--- config.mk ---
export PLATFORM = sky130hd
export DESIGN_NAME = sha1_message_hash_top
export DESIGN_NICKNAME = d
export VERILOG_FILES = /design/src/rtl/sha1mh_pkg.sv /design/src/rtl/sha1_message_hash_top.sv
export SDC_FILE = /design/constraint.sdc
export NUM_CORES = 2
export LEC_CHECK = 0
export BUFFER_PORTS_ARGS = -buffer_cell sky130_fd_sc_hd__buf_2
export CAP_MARGIN = 20
export CORE_MARGIN = 2
export CORE_UTILIZATION = 40
export CTS_CLUSTER_DIAMETER = 40
export DETAILED_ROUTE_END_ITERATION = 10
export PLACE_DENSITY = 0.65
export SLEW_MARGIN = 0
export SYNTH_ARGS = -nofsm -noshare
export SYNTH_HDL_FRONTEND = slang
export SYNTH_SLANG_ARGS = --single-unit
--- constraint.sdc ---
create_clock -name clk -period 16.4 [get_ports clk]
set_input_delay 1.64 -clock clk [delete_from_list [all_inputs] [get_ports clk]]
set_output_delay 1.64 -clock clk [all_outputs]
set_load 0.05 [all_outputs]
--- src/rtl/sha1mh_pkg.sv ---
// sha1mh_pkg: constants and types of the sha-1 message hash engine
// used by sha1_message_hash_top and its port checker; no dependencies
`timescale 1ns / 1ps

package sha1mh_pkg;

    // widths of the stream fields
    localparam int ACTION_W  = 2;
    localparam int BYTE_W    = 8;
    localparam int WORD_W    = 32;
    localparam int DIGEST_W  = 5 * WORD_W;
    localparam int BLOCK_W   = 512;
    localparam int COUNT_W   = 64;
    localparam int FILL_W    = 6;
    localparam int ROUND_W   = 7;
    localparam int LAST_ROUND = 79;

    // action codes carried in tuser
    typedef enum logic [ACTION_W-1:0] {
        ACT_ABSORB     = 2'd0,
        ACT_ABSORB_END = 2'd1,
        ACT_END        = 2'd2,
        ACT_NONE       = 2'd3
    } action_t;

    // initial chaining vector
    localparam logic [WORD_W-1:0] IV0 = 32'h6745_2301;
    localparam logic [WORD_W-1:0] IV1 = 32'hEFCD_AB89;
    localparam logic [WORD_W-1:0] IV2 = 32'h98BA_DCFE;
    localparam logic [WORD_W-1:0] IV3 = 32'h1032_5476;
    localparam logic [WORD_W-1:0] IV4 = 32'hC3D2_E1F0;

    // round constants, one per group of twenty rounds
    localparam logic [WORD_W-1:0] K0 = 32'h5A82_7999;
    localparam logic [WORD_W-1:0] K1 = 32'h6ED9_EBA1;
    localparam logic [WORD_W-1:0] K2 = 32'h8F1B_BCDC;
    localparam logic [WORD_W-1:0] K3 = 32'hCA62_C1D6;

    // first padding byte
    localparam logic [BYTE_W-1:0] PAD_MARK = 8'h80;

    // sequencer states
    typedef enum logic [4:0] {
        ST_IDLE  = 5'b00001,
        ST_PAD   = 5'b00010,
        ST_ROUND = 5'b00100,
        ST_ADD   = 5'b01000,
        ST_DONE  = 5'b10000
    } state_t;

    // rotate left helpers
    function automatic logic [WORD_W-1:0] rotl1(input logic [WORD_W-1:0] x);
        rotl1 = {x[WORD_W-2:0], x[WORD_W-1]};
    endfunction

    function automatic logic [WORD_W-1:0] rotl5(input logic [WORD_W-1:0] x);
        rotl5 = {x[WORD_W-6:0], x[WORD_W-1:WORD_W-5]};
    endfunction

    function automatic logic [WORD_W-1:0] rotl30(input logic [WORD_W-1:0] x);
        rotl30 = {x[1:0], x[WORD_W-1:2]};
    endfunction

endpackage

--- src/rtl/sha1_message_hash_top.sv ---
// sha1_message_hash_top: streaming sha-1 engine, one byte per input item
// depends on sha1mh_pkg
`timescale 1ns / 1ps

// Usage
// The input channel (s_axis_*) carries one item per handshake: tuser holds the
// action (absorb a byte, absorb a byte and finish, finish without a byte, or
// an unused code that is ignored) and tdata holds the byte.
// The output channel (m_axis_*) carries the 160-bit digest, word 0 in the
// lowest 32 bits, once per finished message.
// Each absorbed byte is shifted into the block buffer. The byte that fills a 64-byte
// block starts a compression: the 80 rounds run one per cycle through a single
// round unit fed by a 512-bit schedule shift register, then an add state adds
// the working words to the chaining words.
// A finish pushes the padding bytes through the same buffer one per cycle,
// runs one or two compressions and then loads the digest into the output
// register once that register is free.
// s_axis_tready is high only while the sequencer is idle.
// The digest waits in its own register; the engine keeps taking bytes while
// it waits and only stalls at the end of the next message until the receiver
// has taken it.
// Reset loads the initial vector, clears the bit count and empties the
// output register; the block buffer holds no meaningful data until written.
module sha1_message_hash_top (
    input  logic                               clk,
    input  logic                               rst_n,
    input  logic                               s_axis_tvalid,
    output logic                               s_axis_tready,
    // data_byte [7:0]
    input  logic [sha1mh_pkg::BYTE_W-1:0]      s_axis_tdata,
    // action [1:0]
    input  logic [sha1mh_pkg::ACTION_W-1:0]    s_axis_tuser,
    output logic                               m_axis_tvalid,
    input  logic                               m_axis_tready,
    // digest_word0 [31:0], digest_word1 [63:32], digest_word2 [95:64],
    // digest_word3 [127:96], digest_word4 [159:128]
    output logic [sha1mh_pkg::DIGEST_W-1:0]    m_axis_tdata
);

    localparam int WW = sha1mh_pkg::WORD_W;

    sha1mh_pkg::state_t state_reg, state_next;

    logic [WW-1:0] h0_reg, h1_reg, h2_reg, h3_reg, h4_reg;
    logic [WW-1:0] h0_next, h1_next, h2_next, h3_next, h4_next;
    logic [WW-1:0] a_reg, b_reg, c_reg, d_reg, e_reg;
    logic [WW-1:0] a_next, b_next, c_next, d_next, e_next;
    logic [sha1mh_pkg::BLOCK_W-1:0] blk_reg, blk_next;
    logic [sha1mh_pkg::COUNT_W-1:0] count_reg, count_next;
    logic [sha1mh_pkg::FILL_W-1:0]  fill_reg, fill_next;
    logic [sha1mh_pkg::ROUND_W-1:0] round_reg, round_next;
    logic fin_reg, fin_next;
    logic mark_reg, mark_next;
    logic len_ok_reg, len_ok_next;
    logic out_valid_reg, out_valid_next;
    logic [sha1mh_pkg::DIGEST_W-1:0] out_data_reg, out_data_next;

    logic                          accept;
    sha1mh_pkg::action_t           act;
    logic                          push;
    logic [sha1mh_pkg::BYTE_W-1:0] push_byte;
    logic [sha1mh_pkg::COUNT_W-1:0] len_sh;
    logic [WW-1:0] w_cur, w_new, f_val, k_val, t_val;
    logic out_free;

    assign s_axis_tready = (state_reg == sha1mh_pkg::ST_IDLE);
    assign accept        = s_axis_tvalid && s_axis_tready;
    assign act           = sha1mh_pkg::action_t'(s_axis_tuser);
    assign m_axis_tvalid = out_valid_reg;
    assign m_axis_tdata  = out_data_reg;
    assign out_free      = !out_valid_reg || m_axis_tready;

    // length byte for the current fill position within the last eight
    assign len_sh = count_reg << {fill_reg[2:0], 3'b000};

    // schedule window: top word is w[r], new word w[r+16] enters at the bottom
    assign w_cur = blk_reg[511:480];
    assign w_new = sha1mh_pkg::rotl1(blk_reg[95:64] ^ blk_reg[255:224]
                                     ^ blk_reg[447:416] ^ blk_reg[511:480]);

    // round function and constant
    always_comb
    begin
        if (round_reg < 7'd20)
        begin
            f_val = d_reg ^ (b_reg & (c_reg ^ d_reg));
            k_val = sha1mh_pkg::K0;
        end
        else if (round_reg < 7'd40)
        begin
            f_val = b_reg ^ c_reg ^ d_reg;
            k_val = sha1mh_pkg::K1;
        end
        else if (round_reg < 7'd60)
        begin
            f_val = (b_reg & c_reg) | (d_reg & (b_reg | c_reg));
            k_val = sha1mh_pkg::K2;
        end
        else
        begin
            f_val = b_reg ^ c_reg ^ d_reg;
            k_val = sha1mh_pkg::K3;
        end
    end

    assign t_val = sha1mh_pkg::rotl5(a_reg) + f_val + e_reg + k_val + w_cur;

    // sequencer
    always_comb
    begin
        state_next     = state_reg;
        h0_next        = h0_reg;
        h1_next        = h1_reg;
        h2_next        = h2_reg;
        h3_next        = h3_reg;
        h4_next        = h4_reg;
        a_next         = a_reg;
        b_next         = b_reg;
        c_next         = c_reg;
        d_next         = d_reg;
        e_next         = e_reg;
        blk_next       = blk_reg;
        count_next     = count_reg;
        fill_next      = fill_reg;
        round_next     = round_reg;
        fin_next       = fin_reg;
        mark_next      = mark_reg;
        len_ok_next    = len_ok_reg;
        out_valid_next = out_valid_reg;
        out_data_next  = out_data_reg;
        push           = 1'b0;
        push_byte      = s_axis_tdata;

        // receiver takes the digest
        if (out_valid_reg && m_axis_tready)
        begin
            out_valid_next = 1'b0;
        end

        case (state_reg)
            sha1mh_pkg::ST_IDLE:
            begin
                if (accept)
                begin
                    case (act)
                        sha1mh_pkg::ACT_ABSORB,
                        sha1mh_pkg::ACT_ABSORB_END:
                        begin
                            push       = 1'b1;
                            count_next = count_reg + 64'd8;
                            if (act == sha1mh_pkg::ACT_ABSORB_END)
                            begin
                                fin_next    = 1'b1;
                                mark_next   = 1'b1;
                                len_ok_next = 1'b0;
                                state_next  = sha1mh_pkg::ST_PAD;
                            end
                        end
                        sha1mh_pkg::ACT_END:
                        begin
                            fin_next    = 1'b1;
                            mark_next   = 1'b1;
                            len_ok_next = 1'b0;
                            state_next  = sha1mh_pkg::ST_PAD;
                        end
                        default:
                        begin
                            // unused code: nothing changes
                        end
                    endcase
                end
            end
            sha1mh_pkg::ST_PAD:
            begin
                push = 1'b1;
                if (mark_reg)
                begin
                    push_byte = sha1mh_pkg::PAD_MARK;
                    mark_next = 1'b0;
                    if (fill_reg < 6'd56)
                    begin
                        len_ok_next = 1'b1;
                    end
                end
                else if (len_ok_reg && (fill_reg >= 6'd56))
                begin
                    push_byte = len_sh[63:56];
                end
                else
                begin
                    push_byte = '0;
                end
            end
            sha1mh_pkg::ST_ROUND:
            begin
                blk_next   = {blk_reg[479:0], w_new};
                a_next     = t_val;
                b_next     = a_reg;
                c_next     = sha1mh_pkg::rotl30(b_reg);
                d_next     = c_reg;
                e_next     = d_reg;
                round_next = round_reg + 7'd1;
                if (round_reg == 7'(sha1mh_pkg::LAST_ROUND))
                begin
                    state_next = sha1mh_pkg::ST_ADD;
                end
            end
            sha1mh_pkg::ST_ADD:
            begin
                h0_next = h0_reg + a_reg;
                h1_next = h1_reg + b_reg;
                h2_next = h2_reg + c_reg;
                h3_next = h3_reg + d_reg;
                h4_next = h4_reg + e_reg;
                if (!fin_reg)
                begin
                    state_next = sha1mh_pkg::ST_IDLE;
                end
                else if (len_ok_reg)
                begin
                    state_next = sha1mh_pkg::ST_DONE;
                end
                else
                begin
                    // marker already in the previous block: length goes in the next
                    if (!mark_reg)
                    begin
                        len_ok_next = 1'b1;
                    end
                    state_next = sha1mh_pkg::ST_PAD;
                end
            end
            sha1mh_pkg::ST_DONE:
            begin
                if (out_free)
                begin
                    out_valid_next = 1'b1;
                    out_data_next  = {h4_reg, h3_reg, h2_reg, h1_reg, h0_reg};
                    h0_next        = sha1mh_pkg::IV0;
                    h1_next        = sha1mh_pkg::IV1;
                    h2_next        = sha1mh_pkg::IV2;
                    h3_next        = sha1mh_pkg::IV3;
                    h4_next        = sha1mh_pkg::IV4;
                    count_next     = '0;
                    fin_next       = 1'b0;
                    len_ok_next    = 1'b0;
                    state_next     = sha1mh_pkg::ST_IDLE;
                end
            end
            default:
            begin
                state_next = sha1mh_pkg::ST_IDLE;
            end
        endcase

        // byte into the block buffer; a full block starts the rounds
        if (push)
        begin
            blk_next  = {blk_reg[503:0], push_byte};
            fill_next = fill_reg + 6'd1;
            if (fill_reg == 6'd63)
            begin
                state_next = sha1mh_pkg::ST_ROUND;
                round_next = '0;
                a_next     = h0_reg;
                b_next     = h1_reg;
                c_next     = h2_reg;
                d_next     = h3_reg;
                e_next     = h4_reg;
            end
        end
    end

    // control state
    always_ff @(posedge clk or negedge rst_n)
    begin
        if (!rst_n)
        begin
            state_reg     <= sha1mh_pkg::ST_IDLE;
            h0_reg        <= sha1mh_pkg::IV0;
            h1_reg        <= sha1mh_pkg::IV1;
            h2_reg        <= sha1mh_pkg::IV2;
            h3_reg        <= sha1mh_pkg::IV3;
            h4_reg        <= sha1mh_pkg::IV4;
            count_reg     <= '0;
            fill_reg      <= '0;
            round_reg     <= '0;
            fin_reg       <= 1'b0;
            mark_reg      <= 1'b0;
            len_ok_reg    <= 1'b0;
            out_valid_reg <= 1'b0;
        end
        else
        begin
            state_reg     <= state_next;
            h0_reg        <= h0_next;
            h1_reg        <= h1_next;
            h2_reg        <= h2_next;
            h3_reg        <= h3_next;
            h4_reg        <= h4_next;
            count_reg     <= count_next;
            fill_reg      <= fill_next;
            round_reg     <= round_next;
            fin_reg       <= fin_next;
            mark_reg      <= mark_next;
            len_ok_reg    <= len_ok_next;
            out_valid_reg <= out_valid_next;
        end
    end

    // payload registers
    always_ff @(posedge clk)
    begin
        a_reg        <= a_next;
        b_reg        <= b_next;
        c_reg        <= c_next;
        d_reg        <= d_next;
        e_reg        <= e_next;
        blk_reg      <= blk_next;
        out_data_reg <= out_data_next;
    end

endmodule

Word-level counts from Yosys, hierarchy flattened

Cells that the tools add are included.

Register bits: 1078
Input port bits: 14
Output and inout bits: 162
Logic and storage cells: 159

$add $sub $neg: 12
$lt $le $gt $ge: 5
Equal/unequal tests: 17
Shift-type cells: 1
Multiplexer cells: 74
Bitwise gates (word level): 12
Reduce and logical (&&, ||, !) cells: 18

Operators by type and width:

| cell                  | number |
|---|---|
| $mux 512              | 2 |
| $mux 32               | 25 |
| $pmux 32 s2           | 5 |
| $add 32x32->32        | 9 |
| $xor 32x32->32        | 7 |
| $mux 64               | 3 |
| $pmux 64 s2           | 1 |
| $and 32x32->32        | 3 |
| $add 64x4->64 const B | 1 |
| $or 32x32->32         | 2 |
| $shl 64x6->64         | 1 |
| $mux 5                | 8 |
| $mux 31               | 1 |
| $pmux 5 s5            | 1 |
| $mux 8                | 3 |
| $mux 7                | 3 |
| $mux 1                | 15 |
| $lt 7x6->1 const B    | 2 |
| $pmux 1 s2            | 5 |
| $pmux 5 s2            | 1 |
| $ne 2x2->1 const B    | 4 |
| $reduce_and 4->1      | 2 |
| $reduce_and 8->1      | 1 |
| $reduce_bool 2->1     | 4 |
| 26 further kinds      | 30 |

Longest topological paths before layout

Depth after elaboration: 13
Mapped depth: 26
Mapped depth without buffers: 24

Least setup slack after synthesis

No wires, ideal clock.

Path type: input -> register
From: in s_axis_tuser[1] (netlist name)
To: reg blk_reg[0] (netlist name) (enable)
Library setup time: 3.638 ns
Arrival: 10.975 ns
Data required time: 12.762 ns
Setup slack: 1.787 ns
Cell stages on the path: 6
Path buffers: 3
Cells stage by stage: nand3b_1 buf_2 and2_0 clkbuf_1 clkbuf_1 nand2_1

Cells in the longest elaborated chain, start to end: 6
Elaborated cells on any way between the ends: 7
Classes of those cells: eq/ne: 1; mux: 3; reduce/logical: 3

RTL lines:

| item                                                 | RTL line                     | text |
|---|---|---|
| from (decl)                                          | sha1_message_hash_top.sv:32  | `input logic [sha1mh_pkg::ACTION_W-1:0] s_axis_tuser,` |
| $eq 2x1->1 / $logic_not 2->1 (equally long branches) | sha1_message_hash_top.sv:145 | `case (act)` |
| $reduce_or 2->1 *                                    | sha1_message_hash_top.sv:145 |  |
| $mux 1 *                                             | sha1_message_hash_top.sv:145 |  |
| $mux 1 *                                             | sha1_message_hash_top.sv:143 | `if (accept)` |
| $pmux 1 s2 *                                         | sha1_message_hash_top.sv:140 | `case (state_reg)` |
| $reduce_bool 2->1 (no line) *                        | --                           |  |
| to (signal assigned)                                 | sha1_message_hash_top.sv:319 | `blk_reg <= blk_next;` |
| to (decl)                                            | sha1_message_hash_top.sv:48  | `logic [sha1mh_pkg::BLOCK_W-1:0] blk_reg, blk_next;` |

Mark *: on every way between the ends. The rest lies on a longest branch, timed or not.
A chain may end at the register's enable or synchronous reset.

Worst setup path in the final report

From: reg round_reg[2] (netlist name)
To: reg a_reg[28]

Cells in the longest elaborated chain, start to end: 11
Elaborated cells on any way between the ends: 16
Classes of those cells: add/sub: 4; order compare: 3; mux: 9

RTL lines:

| item                          | RTL line                     | text |
|---|---|---|
| from (decl)                   | sha1_message_hash_top.sv:51  | `logic [sha1mh_pkg::ROUND_W-1:0] round_reg, round_next;` |
| from (signal assigned)        | sha1_message_hash_top.sv:303 | `round_reg <= round_next;` |
| $lt 7x6->1                    | sha1_message_hash_top.sv:94  | `else if (round_reg < 7'd60)` |
| $mux 32                       | sha1_message_hash_top.sv:94  |  |
| $mux 32                       | sha1_message_hash_top.sv:89  | `else if (round_reg < 7'd40)` |
| $mux 32                       | sha1_message_hash_top.sv:84  | `if (round_reg < 7'd20)` |
| $add 32x32->32 (2 in a row)   | sha1_message_hash_top.sv:106 | `assign t_val = sha1mh_pkg::rotl5(a_reg) + f_val + e_reg + k_val + w_cur;` |
| $add 32x32->32 * (2 in a row) | sha1_message_hash_top.sv:106 |  |
| $mux 32 *                     | sha1_message_hash_top.sv:140 |  |
| $mux 32                       | sha1_message_hash_top.sv:261 | `if (fill_reg == 6'd63)` |
| $mux 32 *                     | sha1_message_hash_top.sv:257 | `if (push)` |
| via a_next[28]                | sha1_message_hash_top.sv:47  | `logic [WW-1:0] a_next, b_next, c_next, d_next, e_next;` |
| to (signal assigned)          | sha1_message_hash_top.sv:314 | `a_reg <= a_next;` |
| to (decl)                     | sha1_message_hash_top.sv:46  | `logic [WW-1:0] a_reg, b_reg, c_reg, d_reg, e_reg;` |

Mark *: on every way through the listed nets, which the timed path passes. The rest lies on a longest branch.

==> reports/results.txt <==
vias in the first global route: 40.8k
Fin. Hold Viols: 0
num ports: 176
die area: 144000 um2
Area Growth Syn to Fin: 14.4%
slowest stage cell, crit path: clkinv_1
Final Util: 46.2%
Clock Pin Slew Worst Setup and Hold Paths: 0.06 ns
Max Cap Violations: 0
clock buffer depth: 3
CTS tree: yes
Post-CTS Hold Buffers: 0
#FFs+latches synth: 1075
Final GP Congestion: 0.969
ys flop type: edfxtp_1
CP required: 17.05 ns
hold slack final: 0.491 ns
Num CTS Buffers: 161
# H-tree levels: 4
Arrival @ worst endpoint: 8.75 ns
fin area: 64600 um2
Die Wd: 380 um
grt ovf: 0
dpl cell area: 59100 um2
drt pass-1 iters: 8
wire per inst: 19.7 um
count of cell types in the netlist: 95
detailed placer's ending HPWL: 109000 um
number of flops mapped to enable cells by yosys: 672
Starting Density: 40.4%
cell count after synthesis: 5814
sequential element share of the synthesized area: 52.4%
unrepaired setup endpoints after global routing: no
nature of the critical path endpoint: flip-flop
outcome: finished, final reports clean
commonest non-fill, non-tap cell in the layout: nand2_1
YS warnings: 0
Post-Syn Nets: 6148
Crit Path Max Fanout: 19
critical path type: reg -> reg
Slew @ Worst Pin: 1.10 ns
fraction of registers with async set/reset: 22.6%
# DRC: 0
drt initial violations: 4093
crit share post-route: 49.4%
Setup Fix Bufs, Post-CTS: 0
Core Footprint: 140000 um2
slowest cell delay on critical path: 0.93 ns
Setup Viol. Count Final: 0
DR vias: 42.0k
top cells by area, synth: edfxtp_1, nand2_1, dfrtp_1, dfxtp_1, fa_1
max reg flops: 512
fraction of layout cells with a size suffix above 1: 10.9%
PwrDens: 137 nW/um2
worst hold path type: reg -> reg
TNS Setup: 0 ns
Leak: 0.0283 uW
first-pass GRT wire length: 241000 um
row cnt: 137
GRT Overall Usage: 21.5%
clock skew: 0.0597 ns
Setup crit start kind: flip-flop
post-synth top area share: 35.8%
final antenna-violating net count: 0
Clock Sinks: 1075
die height: 380 um
Clock Tree Root: clkbuf_16
Max IR drop VDD: 0.000121 V
initial antenna violation count: 4
fin nets: 6269
Max Transition Viols Final: 0
vias per cell: 5.28
largest net degree at the start of global routing: 253
final wirelength: 156000 um
critical-path cell list: o21ai_0 -> and2_1 -> clkinv_1 -> nand2_1 -> nand2_1 -> buf_4 -> inv_1 -> o221a_2 -> fa_1 -> inv_1 -> fa_1 -> inv_1 -> ha_1 -> a21o_1 -> a21oi_1 -> o21ai_0 -> a221oi_1 -> o31ai_1 -> a221oi_2 -> o21bai_1 -> xnor2_1 -> o21ai_0
Worst slew margin: 26.9%
syn avg cell area: 9.71 um2
non-filler cells, final: 7948
ant diodes: 0
dominant cell type by area after synthesis: edfxtp_1
Syn Std Cell Area: 56400 um2
# resized after CTS: 0
port bufs: 175
clock latency on the worst-skew pair: 0.81 ns
most frequent cells in the layout: nand2_1, edfxtp_1, nor2_1
placed cells: 7645
min cycle time layout: 8.10 ns
fmax: 0.123 GHz
[kinds of logic after synthesis]
kind of cell / Yosys count / share of synthesized area, %
and+or+nand+nor: 2616 / 18.8
buffers and inverters: 487 / 3.29
AOI/OAI and AO/OA: 930 / 10.4
adders and majority gates: 320 / 8.76
DFF: 1075 / 52.4
xor gates and xnor gates: 328 / 5.09
muxes: 58 / 1.34
[cell usage after synthesis, types with 81 or more instances]
library cell / n
a21oi_1: 239
edfxtp_1: 672
ha_1: 195
xnor2_1: 193
xor2_1: 135
nor2_1: 390
nand3_1: 98
dfrtp_1: 162
clkbuf_1: 221
inv_1: 225
fa_1: 125
o21ai_0: 222
a31oi_1: 152
dfstp_2: 81
a21o_1: 104
dfxtp_1: 160
nand2_1: 1888
[routing by layer]
metal  wire length (um)  share of wire (%)  vias up  GRT usage, %
li1                   -                  -    20136             -
met1              65900                 42    20196          28.0
met2              72700                 47     1255          34.5
met3               9080                5.8      359          3.61
met4               8470                5.4        4          11.0
met5                 27              0.017        -             0
[critical path: cells and delay by family (launching register included)]
| kind | cells | cell delay, ns |
|---|---|---|
| flip-flops | 1 | 0.45 |
| XOR/XNOR | 1 | 0.15 |
| buffers and inverters | 5 | 1.95 |
| adder cells (fa/ha/maj) | 3 | 1.15 |
| AO/OA/AOI/OAI | 10 | 2.41 |
| AND/OR/NAND/NOR | 3 | 1.78 |
[path summary, 6_finish.rpt]
kind	start	endpoint	slack (ns)	depth (start not counted)
max	round_reg[2]	a_reg[28]	8.30	22
min	blk_reg[177]	blk_reg[209]	0.49	2
max reg2reg	round_reg[2]	a_reg[28]	8.30	22
min reg2reg	blk_reg[177]	blk_reg[209]	0.49	2
max in group asynchronous	rst_n	state_reg[0]	13.76	3
min in group asynchronous	rst_n	h1_reg[1]	0.85	1
[area by class of cell]
| type | instances | area, um2 |
|---|---|---|
| clock buffer | 179 | 4110 |
| clock inverter | 121 | 1300 |
| fill | 13016 | 75100 |
| inverter | 228 | 863 |
| multi-input combinational | 4252 | 25100 |
| sequential | 1075 | 29600 |
| tap | 1876 | 2350 |
| timing repair buffer | 217 | 1310 |
[metrics by stage]
stage,total power [uW],worst slack (ns)
2_1_floorplan,5180,1.79
3_3_place_gp,5430,8.69
3_5_place_dp,5450,8.50
4_1_cts,8900,8.46
5_1_grt,9300,7.97
6_report,8820,8.30
[report_power, final]
group / leakage (uW) / internal, uW / switching (uW) / total, uW
Clock: 0.00259 / 2010 / 1400 / 3420
Sequential: 0.0106 / 3530 / 276 / 3810
Combinational: 0.0151 / 553 / 1050 / 1600
Total: 0.0283 / 6090 / 2730 / 8820
(Power assumes the default switching activity.)
